==> config.mk <==
export PLATFORM = sky130hd
export DESIGN_NAME = md5_stream_hasher
export DESIGN_NICKNAME = d
export VERILOG_FILES = /design/src/hw/rtl/md5sh_pkg.sv /design/src/hw/rtl/md5sh_ram.sv /design/src/hw/rtl/md5sh_round.sv /design/src/hw/rtl/md5_stream_hasher.sv
export SDC_FILE = /design/constraint.sdc
export NUM_CORES = 2
export LEC_CHECK = 0
export BUFFER_PORTS_ARGS = -buffer_cell sky130_fd_sc_hd__buf_2
export CORE_MARGIN = 2
export CORE_UTILIZATION = 55
export DETAILED_ROUTE_END_ITERATION = 8
export PLACE_DENSITY_LB_ADDON = 0.12
export SYNTH_ARGS = -nofsm -noshare
export SYNTH_HDL_FRONTEND = slang
export SYNTH_SLANG_ARGS = --single-unit
==> constraint.sdc <==
create_clock -name clk -period 8.1 [get_ports clk]
set_clock_uncertainty 0.2 [all_clocks]
set_input_delay 0 -clock clk [delete_from_list [all_inputs] [get_ports clk]]
set_output_delay 0 -clock clk [all_outputs]
set_load 0.05 [all_outputs]
==> src/hw/rtl/md5sh_pkg.sv <==
`timescale 1ns / 1ps
`default_nettype none

package md5sh_pkg;

  // Initial chaining words A, B, C, D; index 0 is A.
  localparam logic [3:0][31:0] CHAIN_INIT = {
    32'h10325476, 32'h98badcfe, 32'hefcdab89, 32'h67452301
  };

  localparam logic [7:0] PAD_MARKER   = 8'h80;
  localparam int         BLOCK_WORDS  = 16;
  localparam int         WORD_AW      = $clog2(BLOCK_WORDS);
  localparam int         COUNT_W      = 61;
  localparam logic [3:0] LEN_LO_WORD  = 4'd14;
  localparam logic [3:0] LEN_HI_WORD  = 4'd15;
  localparam logic [1:0] WORD_LAST    = 2'd3;
  localparam logic [1:0] LANE_LAST    = 2'd3;

  // Round group codes, taken from bits 5:4 of the round number.
  localparam logic [1:0] GRP_F = 2'd0;
  localparam logic [1:0] GRP_G = 2'd1;
  localparam logic [1:0] GRP_H = 2'd2;
  localparam logic [1:0] GRP_I = 2'd3;

  typedef struct packed {
    logic [7:0] data_byte;
    logic       byte_present;
    logic       end_of_message;
  } in_item_t;

  typedef struct packed {
    logic [31:0] digest_word;
    logic [1:0]  word_index;
    logic        last_word;
  } out_item_t;

  typedef struct packed {
    logic [31:0] a;
    logic [31:0] b;
    logic [31:0] c;
    logic [31:0] d;
  } work_t;

  // Message word used by a given round.
  function automatic logic [3:0] msg_index(input logic [5:0] rnd);
    logic [3:0] lo;
    logic [3:0] idx;
    lo = rnd[3:0];
    case (rnd[5:4])
      GRP_F:   idx = lo;
      GRP_G:   idx = 4'(lo * 4'd5 + 4'd1);
      GRP_H:   idx = 4'(lo * 4'd3 + 4'd5);
      GRP_I:   idx = 4'(lo * 4'd7);
      default: idx = lo;
    endcase
    return idx;
  endfunction

  function automatic logic [4:0] rot_amount(input logic [5:0] rnd);
    logic [4:0] s;
    case ({rnd[5:4], rnd[1:0]})
      4'd0:    s = 5'd7;
      4'd1:    s = 5'd12;
      4'd2:    s = 5'd17;
      4'd3:    s = 5'd22;
      4'd4:    s = 5'd5;
      4'd5:    s = 5'd9;
      4'd6:    s = 5'd14;
      4'd7:    s = 5'd20;
      4'd8:    s = 5'd4;
      4'd9:    s = 5'd11;
      4'd10:   s = 5'd16;
      4'd11:   s = 5'd23;
      4'd12:   s = 5'd6;
      4'd13:   s = 5'd10;
      4'd14:   s = 5'd15;
      4'd15:   s = 5'd21;
      default: s = 5'd7;
    endcase
    return s;
  endfunction

  function automatic logic [31:0] sine_const(input logic [5:0] rnd);
    logic [31:0] k;
    case (rnd)
      6'd0:  k = 32'hd76aa478;  6'd1:  k = 32'he8c7b756;
      6'd2:  k = 32'h242070db;  6'd3:  k = 32'hc1bdceee;
      6'd4:  k = 32'hf57c0faf;  6'd5:  k = 32'h4787c62a;
      6'd6:  k = 32'ha8304613;  6'd7:  k = 32'hfd469501;
      6'd8:  k = 32'h698098d8;  6'd9:  k = 32'h8b44f7af;
      6'd10: k = 32'hffff5bb1;  6'd11: k = 32'h895cd7be;
      6'd12: k = 32'h6b901122;  6'd13: k = 32'hfd987193;
      6'd14: k = 32'ha679438e;  6'd15: k = 32'h49b40821;
      6'd16: k = 32'hf61e2562;  6'd17: k = 32'hc040b340;
      6'd18: k = 32'h265e5a51;  6'd19: k = 32'he9b6c7aa;
      6'd20: k = 32'hd62f105d;  6'd21: k = 32'h02441453;
      6'd22: k = 32'hd8a1e681;  6'd23: k = 32'he7d3fbc8;
      6'd24: k = 32'h21e1cde6;  6'd25: k = 32'hc33707d6;
      6'd26: k = 32'hf4d50d87;  6'd27: k = 32'h455a14ed;
      6'd28: k = 32'ha9e3e905;  6'd29: k = 32'hfcefa3f8;
      6'd30: k = 32'h676f02d9;  6'd31: k = 32'h8d2a4c8a;
      6'd32: k = 32'hfffa3942;  6'd33: k = 32'h8771f681;
      6'd34: k = 32'h6d9d6122;  6'd35: k = 32'hfde5380c;
      6'd36: k = 32'ha4beea44;  6'd37: k = 32'h4bdecfa9;
      6'd38: k = 32'hf6bb4b60;  6'd39: k = 32'hbebfbc70;
      6'd40: k = 32'h289b7ec6;  6'd41: k = 32'heaa127fa;
      6'd42: k = 32'hd4ef3085;  6'd43: k = 32'h04881d05;
      6'd44: k = 32'hd9d4d039;  6'd45: k = 32'he6db99e5;
      6'd46: k = 32'h1fa27cf8;  6'd47: k = 32'hc4ac5665;
      6'd48: k = 32'hf4292244;  6'd49: k = 32'h432aff97;
      6'd50: k = 32'hab9423a7;  6'd51: k = 32'hfc93a039;
      6'd52: k = 32'h655b59c3;  6'd53: k = 32'h8f0ccc92;
      6'd54: k = 32'hffeff47d;  6'd55: k = 32'h85845dd1;
      6'd56: k = 32'h6fa87e4f;  6'd57: k = 32'hfe2ce6e0;
      6'd58: k = 32'ha3014314;  6'd59: k = 32'h4e0811a1;
      6'd60: k = 32'hf7537e82;  6'd61: k = 32'hbd3af235;
      6'd62: k = 32'h2ad7d2bb;  6'd63: k = 32'heb86d391;
      default: k = 32'hd76aa478;
    endcase
    return k;
  endfunction

endpackage

`default_nettype wire

==> src/hw/rtl/md5sh_ram.sv <==
`timescale 1ns / 1ps
`default_nettype none

module md5sh_ram #(
  parameter int WIDTH = 32,
  parameter int DEPTH = 16
) (
  input  wire logic                     clk,
  input  wire logic                     we,
  input  wire logic [$clog2(DEPTH)-1:0] waddr,
  input  wire logic [WIDTH-1:0]         wdata,
  input  wire logic [$clog2(DEPTH)-1:0] raddr,
  output logic      [WIDTH-1:0]         rdata
);

  logic [WIDTH-1:0] mem [DEPTH];

  always_ff @(posedge clk) begin
    if (we) begin
      mem[waddr] <= wdata;
    end
    rdata <= mem[raddr];
  end

endmodule

`default_nettype wire

==> src/hw/rtl/md5sh_round.sv <==
`timescale 1ns / 1ps
`default_nettype none

// One MD5 step: round function, sine constant, rotate, rotate the words.
module md5sh_round (
  input  wire md5sh_pkg::work_t  work_in,
  input  wire logic [31:0]       msg_word,
  input  wire logic [5:0]        rnd,
  output md5sh_pkg::work_t       work_out
);

  logic [31:0] f;
  logic [31:0] sum;
  logic [4:0]  s;
  logic [63:0] shl;

  always_comb begin
    case (rnd[5:4])
      md5sh_pkg::GRP_F: f = (work_in.b & work_in.c) | (~work_in.b & work_in.d);
      md5sh_pkg::GRP_G: f = (work_in.d & work_in.b) | (~work_in.d & work_in.c);
      md5sh_pkg::GRP_H: f = work_in.b ^ work_in.c ^ work_in.d;
      md5sh_pkg::GRP_I: f = work_in.c ^ (work_in.b | ~work_in.d);
      default:          f = work_in.b ^ work_in.c ^ work_in.d;
    endcase
  end

  assign sum = work_in.a + f + msg_word + md5sh_pkg::sine_const(rnd);
  assign s   = md5sh_pkg::rot_amount(rnd);
  assign shl = {sum, sum} << s;

  assign work_out.a = work_in.d;
  assign work_out.d = work_in.c;
  assign work_out.c = work_in.b;
  assign work_out.b = work_in.b + shl[63:32];

endmodule

`default_nettype wire

==> src/hw/rtl/md5_stream_hasher.sv <==
`timescale 1ns / 1ps
`default_nettype none

// MD5 stream hasher.
// Input channel (in_valid / in_stall / in_data): one transaction per message
// byte, with byte_present and end_of_message flags. A transaction with
// neither flag does nothing. end_of_message finishes the message after the
// byte it may carry.
// Output channel (out_valid / out_stall / out_data): four transactions per
// message, the digest words A, B, C, D with word_index 0..3, last_word on
// the fourth.
// Timing: bytes are taken one per cycle while in_stall is low. The 64th byte
// of a block starts a compression (load, 64 rounds through one shared round
// unit, chain update), during which in_stall is high. End of message writes
// the marker word, then the rest of the padding block, and compresses it; a
// second padding block is written and compressed when the length does not
// fit (56 bytes or more in the last block). The digest words then follow one
// per cycle while the receiver does not stall.
// The message block sits in a 16 x 32 bit RAM whose read port feeds the round
// unit one message word per cycle.
// Reset (rst_n low, synchronous) loads the initial chaining words, clears the
// byte count and returns to idle. While the receiver stalls, the current
// digest word is held and in_stall stays high until all four are taken.
module md5_stream_hasher (
  input  wire logic                 clk,
  input  wire logic                 rst_n,
  input  wire logic                 in_valid,
  output logic                      in_stall,
  input  wire md5sh_pkg::in_item_t  in_data,
  output logic                      out_valid,
  input  wire logic                 out_stall,
  output md5sh_pkg::out_item_t      out_data
);

  typedef enum logic [6:0] {
    S_IDLE      = 7'b0000001,
    S_PAD_FIRST = 7'b0000010,
    S_PAD_FILL  = 7'b0000100,
    S_SETUP     = 7'b0001000,
    S_ROUND     = 7'b0010000,
    S_UPDATE    = 7'b0100000,
    S_EMIT      = 7'b1000000
  } state_t;

  state_t state_r, state_nxt;

  logic [md5sh_pkg::COUNT_W-1:0] count_r, count_nxt;
  logic [23:0]                   acc_r, acc_nxt;
  logic [3:0][31:0]              chain_r, chain_nxt;
  md5sh_pkg::work_t              work_r, work_nxt;
  logic [5:0]                    rnd_r, rnd_nxt;
  logic [3:0]                    ptr_r, ptr_nxt;
  logic [1:0]                    oidx_r, oidx_nxt;
  logic                          pend_end_r, pend_end_nxt;
  logic                          fin_r, fin_nxt;
  logic                          two_r, two_nxt;
  logic                          second_r, second_nxt;

  logic                          in_acc;
  logic                          out_acc;
  logic [1:0]                    lane;
  logic [63:0]                   bit_len;
  logic [31:0]                   pad_word;
  logic                          len_ok;
  logic                          ram_we;
  logic [md5sh_pkg::WORD_AW-1:0] ram_waddr;
  logic [31:0]                   ram_wdata;
  logic [md5sh_pkg::WORD_AW-1:0] ram_raddr;
  logic [31:0]                   ram_rdata;
  md5sh_pkg::work_t              work_step;

  assign in_stall = (state_r != S_IDLE);
  assign in_acc   = in_valid && !in_stall;
  assign out_acc  = out_valid && !out_stall;

  assign lane    = count_r[1:0];
  assign bit_len = {count_r, 3'b000};
  // Length words go in only on the block that carries them.
  assign len_ok  = !two_r || second_r;

  // Marker word: keep the bytes already gathered, add the marker, zero the rest.
  always_comb begin
    for (int k = 0; k < 3; k++) begin
      if (2'(k) < lane) begin
        pad_word[8*k +: 8] = acc_r[8*k +: 8];
      end else if (2'(k) == lane) begin
        pad_word[8*k +: 8] = md5sh_pkg::PAD_MARKER;
      end else begin
        pad_word[8*k +: 8] = 8'h00;
      end
    end
    pad_word[31:24] = (lane == md5sh_pkg::LANE_LAST) ? md5sh_pkg::PAD_MARKER : 8'h00;
  end

  md5sh_ram #(
    .WIDTH(32),
    .DEPTH(md5sh_pkg::BLOCK_WORDS)
  ) u_block_ram (
    .clk  (clk),
    .we   (ram_we),
    .waddr(ram_waddr),
    .wdata(ram_wdata),
    .raddr(ram_raddr),
    .rdata(ram_rdata)
  );

  // Prefetch the message word of the next round.
  assign ram_raddr = (state_r == S_ROUND) ? md5sh_pkg::msg_index(6'(rnd_r + 6'd1))
                                          : md5sh_pkg::msg_index(6'd0);

  md5sh_round u_round (
    .work_in (work_r),
    .msg_word(ram_rdata),
    .rnd     (rnd_r),
    .work_out(work_step)
  );

  always_comb begin
    state_nxt    = state_r;
    count_nxt    = count_r;
    acc_nxt      = acc_r;
    chain_nxt    = chain_r;
    work_nxt     = work_r;
    rnd_nxt      = rnd_r;
    ptr_nxt      = ptr_r;
    oidx_nxt     = oidx_r;
    pend_end_nxt = pend_end_r;
    fin_nxt      = fin_r;
    two_nxt      = two_r;
    second_nxt   = second_r;
    ram_we       = 1'b0;
    ram_waddr    = count_r[5:2];
    ram_wdata    = {in_data.data_byte, acc_r};

    case (state_r)
      S_IDLE: begin
        if (in_acc) begin
          if (in_data.byte_present) begin
            count_nxt = count_r + 1'b1;
            if (lane == md5sh_pkg::LANE_LAST) begin
              ram_we = 1'b1;
            end else begin
              acc_nxt[8*lane +: 8] = in_data.data_byte;
            end
          end
          if (in_data.byte_present && count_r[5:0] == 6'h3F) begin
            // Block full: compress first, finish afterwards if asked.
            pend_end_nxt = in_data.end_of_message;
            fin_nxt      = 1'b0;
            state_nxt    = S_SETUP;
          end else if (in_data.end_of_message) begin
            state_nxt = S_PAD_FIRST;
          end
        end
      end

      S_PAD_FIRST: begin
        ram_we       = 1'b1;
        ram_waddr    = count_r[5:2];
        ram_wdata    = pad_word;
        fin_nxt      = 1'b1;
        pend_end_nxt = 1'b0;
        second_nxt   = 1'b0;
        two_nxt      = count_r[5:0] inside {[6'd56:6'd63]};
        ptr_nxt      = 4'(count_r[5:2] + 4'd1);
        state_nxt    = (count_r[5:2] == md5sh_pkg::LEN_HI_WORD) ? S_SETUP : S_PAD_FILL;
      end

      S_PAD_FILL: begin
        ram_we    = 1'b1;
        ram_waddr = ptr_r;
        if (len_ok && ptr_r == md5sh_pkg::LEN_LO_WORD) begin
          ram_wdata = bit_len[31:0];
        end else if (len_ok && ptr_r == md5sh_pkg::LEN_HI_WORD) begin
          ram_wdata = bit_len[63:32];
        end else begin
          ram_wdata = 32'h0;
        end
        ptr_nxt = 4'(ptr_r + 4'd1);
        if (ptr_r == md5sh_pkg::LEN_HI_WORD) begin
          state_nxt = S_SETUP;
        end
      end

      S_SETUP: begin
        work_nxt.a = chain_r[0];
        work_nxt.b = chain_r[1];
        work_nxt.c = chain_r[2];
        work_nxt.d = chain_r[3];
        rnd_nxt    = 6'd0;
        state_nxt  = S_ROUND;
      end

      S_ROUND: begin
        work_nxt = work_step;
        rnd_nxt  = 6'(rnd_r + 6'd1);
        if (rnd_r == 6'h3F) begin
          state_nxt = S_UPDATE;
        end
      end

      S_UPDATE: begin
        chain_nxt[0] = chain_r[0] + work_r.a;
        chain_nxt[1] = chain_r[1] + work_r.b;
        chain_nxt[2] = chain_r[2] + work_r.c;
        chain_nxt[3] = chain_r[3] + work_r.d;
        if (fin_r) begin
          if (two_r && !second_r) begin
            second_nxt = 1'b1;
            ptr_nxt    = 4'd0;
            state_nxt  = S_PAD_FILL;
          end else begin
            oidx_nxt  = 2'd0;
            state_nxt = S_EMIT;
          end
        end else if (pend_end_r) begin
          state_nxt = S_PAD_FIRST;
        end else begin
          state_nxt = S_IDLE;
        end
      end

      S_EMIT: begin
        if (out_acc) begin
          oidx_nxt = 2'(oidx_r + 2'd1);
          if (oidx_r == md5sh_pkg::WORD_LAST) begin
            // Drop back to the initial chain for the next message.
            chain_nxt = md5sh_pkg::CHAIN_INIT;
            count_nxt = '0;
            fin_nxt   = 1'b0;
            state_nxt = S_IDLE;
          end
        end
      end

      default: begin
        state_nxt = S_IDLE;
      end
    endcase
  end

  assign out_valid            = (state_r == S_EMIT);
  assign out_data.digest_word = chain_r[oidx_r];
  assign out_data.word_index  = oidx_r;
  assign out_data.last_word   = (oidx_r == md5sh_pkg::WORD_LAST);

  always_ff @(posedge clk) begin
    if (!rst_n) begin
      state_r    <= S_IDLE;
      count_r    <= '0;
      chain_r    <= md5sh_pkg::CHAIN_INIT;
      oidx_r     <= 2'd0;
      pend_end_r <= 1'b0;
      fin_r      <= 1'b0;
      two_r      <= 1'b0;
      second_r   <= 1'b0;
    end else begin
      state_r    <= state_nxt;
      count_r    <= count_nxt;
      chain_r    <= chain_nxt;
      oidx_r     <= oidx_nxt;
      pend_end_r <= pend_end_nxt;
      fin_r      <= fin_nxt;
      two_r      <= two_nxt;
      second_r   <= second_nxt;
    end
  end

  // Datapath registers: no reset needed.
  always_ff @(posedge clk) begin
    acc_r  <= acc_nxt;
    work_r <= work_nxt;
    rnd_r  <= rnd_nxt;
    ptr_r  <= ptr_nxt;
  end

endmodule

`default_nettype wire

## Word level (Yosys, flattened, before mapping)

Memory sizes are Yosys's and may differ from the RTL's. A register that Yosys moved wholly into a read port is not among the register bits.
Cells that the tools add are included.

| operators by class | value |
|---|---|
| muxes and demuxes | 65 |
| shift-type cells | 3 |
| eq/ne operators | 34 |
| reduce and logical (&&, ||, !) cells | 32 |
| multipliers | 3 |
| bitwise gates (word level) | 13 |
| $lt $le $gt $ge | 6 |
| $add $sub $neg | 16 |

Operators with widths:

| cell | number |
|---|---|
| $pmux W128 S2 | 2 |
| $add A32 B32 Y32 | 8 |
| $mux W128 | 2 |
| $mux W61 | 4 |
| $and A32 B32 Y32 | 4 |
| $pmux W32 S4 | 1 |
| $pmux W61 S2 | 1 |
| $mux W32 | 3 |
| $or A32 B32 Y32 | 3 |
| $xor A32 B32 Y32 | 3 |
| $bmux W32 S2 | 1 |
| $not A32 Y32 | 2 |
| $pmux W32 S2 | 1 |
| $shl A64 B5 Y64 | 1 |
| $mux W7 | 9 |
| $add A61 B1 Y61 const B | 1 |
| $mux W8 | 7 |
| $pmux W7 S7 | 1 |
| $neg A5 Y34 | 1 |
| $shift A8 B34 Y24 const A | 1 |
| $shiftx A8 B34 Y24 | 1 |
| $bwmux W24 | 1 |
| $mux W4 | 6 |
| $pmux W4 S4 | 1 |
| 48 further kinds | 107 |

| word-level totals | value |
|---|---|
| logic and storage cells | 193 |
| bits in read-only memories | 2128 |
| memories | 3 |
| bits of input ports | 14 |
| output and inout bits | 37 |
| register bits after elaboration | 364 |
| bits in writable memories | 512 |

Memories:

| memory | words | width | read ports | clocked after memory_dff | wr ports | line | source |
|---|---|---|---|---|---|---|---|
| (name not given) | 64 | 32 | 1 | 1 | 0 | md5sh_pkg.sv:86 | `case (rnd)` |
| u_block_ram.mem | 16 | 32 | 1 | 1 | 1 | md5sh_ram.sv:16 | `logic [WIDTH-1:0] mem [DEPTH];` |
| (name not given) | 16 | 5 | 1 | 1 | 0 | md5sh_pkg.sv:62 | `case ({rnd[5:4], rnd[1:0]})` |

## Longest topological paths before layout

| depth | value |
|---|---|
| depth in word-level cells | 10 |
| mapped depth | 35 |
| mapped depth without buffers | 34 |

## By module

A second synthesis with hierarchy kept.

| second synthesis, totals | value |
|---|---|
| cells, all modules | 5053 |
| area, all modules | 54892.6 sq um |

Modules (own cells, without submodules):

| module | cells each | instances | sequential area each (sq um) | area an instance (sq um) |
|---|---|---|---|---|
| md5_stream_hasher | 2287 | 1 | 8908.5 | 22301.4 |
| md5sh_ram | 838 | 1 | 16015.4 | 19835.3 |
| md5sh_round | 1928 | 1 | 0.0 | 12756.0 |

## Worst setup path before layout

Ideal clock, no wire load.

| path | value |
|---|---|
| path kind | register to register |
| from | register rnd_r[4] |
| to | register work_r[95] (netlist bit), data pin |
| arrival time | 8.043 ns |
| path buffers | 3 |
| cell stages (with the launch flop) | 31 |
| slack | -0.403 ns |
| cell sequence | edfxtp_1 > clkbuf_1 > buf_1 > buf_1 > o21ai_0 > o211ai_1 > o211ai_1 > fa_1 > inv_1 > ha_1 > a211oi_2 > o21ai_1 > o211ai_4 > a31oi_1 > or4_1 > and2_1 > mux4_2 > mux2_2 > mux4_2 > ha_1 > a211oi_1 > o211ai_1 > a41oi_1 > a21oi_1 > a31o_2 > nand2_1 > o311ai_0 > a31o_2 > a21oi_1 > xnor3_1 > mux2_2 |

RTL lines:

| item | line | source |
|---|---|---|
| from (decl) | md5_stream_hasher.sv:51 | `logic [5:0] rnd_r, rnd_nxt;` |
| from (signal assigned) | md5_stream_hasher.sv:273 | `rnd_r <= rnd_nxt;` |
| to (signal assigned) | md5_stream_hasher.sv:272 | `work_r <= work_nxt;` |
| to (decl) | md5_stream_hasher.sv:50 | `md5sh_pkg::work_t work_r, work_nxt;` |

==> run metrics <==
Main synth FF type edfxtp_1; GPL Wtd Cong 1.013; Slew @ Worst Pin 1231 ps; syn nets 6037; PortBufs 50; Setup crit start kind register; Crit Path Class reg2reg; Yosys warnings 0; DRC errors left 0; 1st-iter DRT viols 5278; distinct cell type count after synthesis 93; Ports 51; first-pass GRT wire length 268500 um; Gate Count Post-Synth 5734; slowest cell delay on critical path 570 ps; Slowest-stage cell, CP fa_1; clock root buffer clkbuf_16; initial antenna violation count 3; Synth Area per Inst 9.687 um2; initial core utilization 55.46%; largest net degree at the start of global routing 147; crit path DAT 8240 ps; Die ar. 0.1035 mm2; RSZ-0062 raised after global routing yes; Die W 321.8 um; maxcap violations 0; Leak 24.45 nW; setup ws final 45.62 ps; core area 0.1001 mm2; Crit Path Max Fanout 8; H-tree depth 3; Final ANT Viol Nets 0; Worst Path Buf+Inv 8; Routed WL per cell 24.48 um; highest clock rate 124.2 MHz; Hold Path Class in2reg; gr ovfl total 0; total power 14.96 mW; clock buffer depth 3; register bit total from synthesis 945; Initial DRT Pass Iterations 7; Rel. slew slack 17.36%; number of enable flip-flop cells after synthesis 674; Final period util 99.44%; Final Hold Vio Count 0; # clock sinks 945; setup violators final 0; Pwr Density 231.7 mW/mm2; Critical Path End Type register; total CTS buffers 100; share of layout cells above drive strength 1 15.85%; post-DR vias/cell 6.341; die height 321.8 um; cell mode on critical path buf_4; area growth from synthesis to layout 16.20%; ys async rst share 0%; vias in the first global route 43990; Clock Latency Late Sink 740 ps; CTS tree built; status finished, final reports clean; hold_ws 52.52 ps; std cell rows 116; final WL 181500 um; nets@finish 6328; total global-route track usage 34.29%; sequential share of the synthesized area 46.21%; dpl hpwl 121000 um; minimum clock period 8054 ps; via count 47010; Cell Area, Synth 0.05554 mm2; cell family with most CP delay compound AO/OA/AOI/OAI gates; Req. time, crit path 8290 ps; Place WS -479.5 ps; register clock-pin slew on the reported worst setup and hold paths 70 ps; Peak VDD IR 0.2193 mV; Pins Over Slew Limit 0
[path summary, 6_finish.rpt]
| kind | from | end | slack, ps | depth (start not counted) |
|---|---|---|---|---|
| max reg2reg | rnd_r[4] | work_r[92] | 50 | 35 |
| min reg2reg | second_r | second_r | 260 | 2 |
| max | rnd_r[4] | work_r[92] | 50 | 35 |
| min | rst_n | state_r[5] | 50 | 4 |
[synthesized netlist by cell type (100+ instances only)]
library cell  number  area, um2
a21oi_1          379       1897
xnor2_1          146       1279
nand3_1          100      500.5
inv_1            223      837.1
nor2_1           352       1321
dfxtp_1          271       5425
and2_1           175       1095
nand2_1          942       3536
a211oi_1         208       1562
o21ai_0          353       1767
edfxtp_1         674      20240
a31oi_1          120      750.7
ha_1             222       2778
clkbuf_1         293       1100
[per-stage QoR]
step / TNS [ps] / utilization, % / area (um2) / cells
floorplan: 0 / - / 55550 / 5734
global placement: -486.1 / 59.54 / 59620 / 7161
detailed placement: -989.5 / 59.54 / 59620 / 7161
CTS: 0 / 63.73 / 63820 / 7393
global route: -543.8 / 64.44 / 64540 / 7413
finish: 0 / 64.45 / 64540 / 7414
[layer usage]
layer	routed length [um]	up-vias	track usage [%]
li1	-	21620	-
met1	71270	22670	44.28
met2	84920	2214	56.24
met3	14510	508	5.112
met4	10780	0	17.49
met5	0	-	0
[power breakdown]
group | total, mW | internal (mW) | switching [mW] | leakage [nW]
Clock | 4.88 | 2.86 | 2.02 | 1.71
Sequential | 5.44 | 5.38 | 0.0536 | 8.17
Combinational | 4.64 | 2.11 | 2.53 | 14.6
Total | 15.0 | 10.4 | 4.60 | 24.5
[state kept, by name, indices dropped and copies added, names as in the netlist, named ones only]
signal             cells
u_round.s              5
count_r               61
pend_end_r             1
u_block_ram.mem      512
chain_r              128
fin_r                  1
second_r               1
oidx_r                 2
ptr_r                  4
state_r                7
rnd_r                  6
u_block_ram.rdata     32
work_r               128
acc_r                 24
two_r                  1
[worst register-to-register path: cells and delay by family, from the launching register on]
family,cells,cell delay (ps)
AO/OA/AOI/OAI,14,2620
XOR/XNOR,2,330
adder cells (fa/ha/maj),3,1200
buffers and inverters,8,1090
flip-flops,1,470
multiplexers,3,1340
AND/OR/NAND/NOR,5,500
[area by class of cell]
type,count,area [um2]
antenna,3,7.507
clock inverter,51,658.1
clock buffer,139,2855
multi-input combinational,4222,28760
sequential,945,25670
timing repair buffer,530,4116
fill,8128,35610
inverter,226,853.3
tap,1298,1624
[timing repair]
action | CTS | global route
gates resized for setup | 54 | 141
gates cloned | 2 | 2
hold buffers | 28 | 0
endpoints found under the hold margin | 334 | 0
buffers inserted | 12 | 22
endpoints found under the setup margin | 5 | 14
pin swaps | 35 | 81
[layout by cell type, fill, tap and decap left out, types with 94 or more instances in the layout]
cell type,instances
a21o_1,94
a31oi_1,113
edfxtp_1,674
a211oi_1,206
dfxtp_1,269
clkbuf_16,107
inv_1,212
buf_4,430
and2_1,171
nand3_1,96
ha_1,203
nor2_1,321
o21ai_0,317
xnor2_1,143
a21oi_1,355
nand2_1,930
xor2_1,94
[cell families (layout without fill, tap and decap cells)]
logic type | after synthesis | count (layout) | share of synthesized area [%]
xor+xnor | 241 | 241 | 3.825
other cells | 0 | 3 | 0
simple gates | 1888 | 1888 | 15.26
mux | 166 | 166 | 4.357
fa+ha+maj | 290 | 290 | 7.434
compound gates | 1637 | 1637 | 19.03
flops | 945 | 945 | 46.21
buf+inv | 567 | 946 | 3.890
No activity file was read; power rests on OpenSTA's default activity.
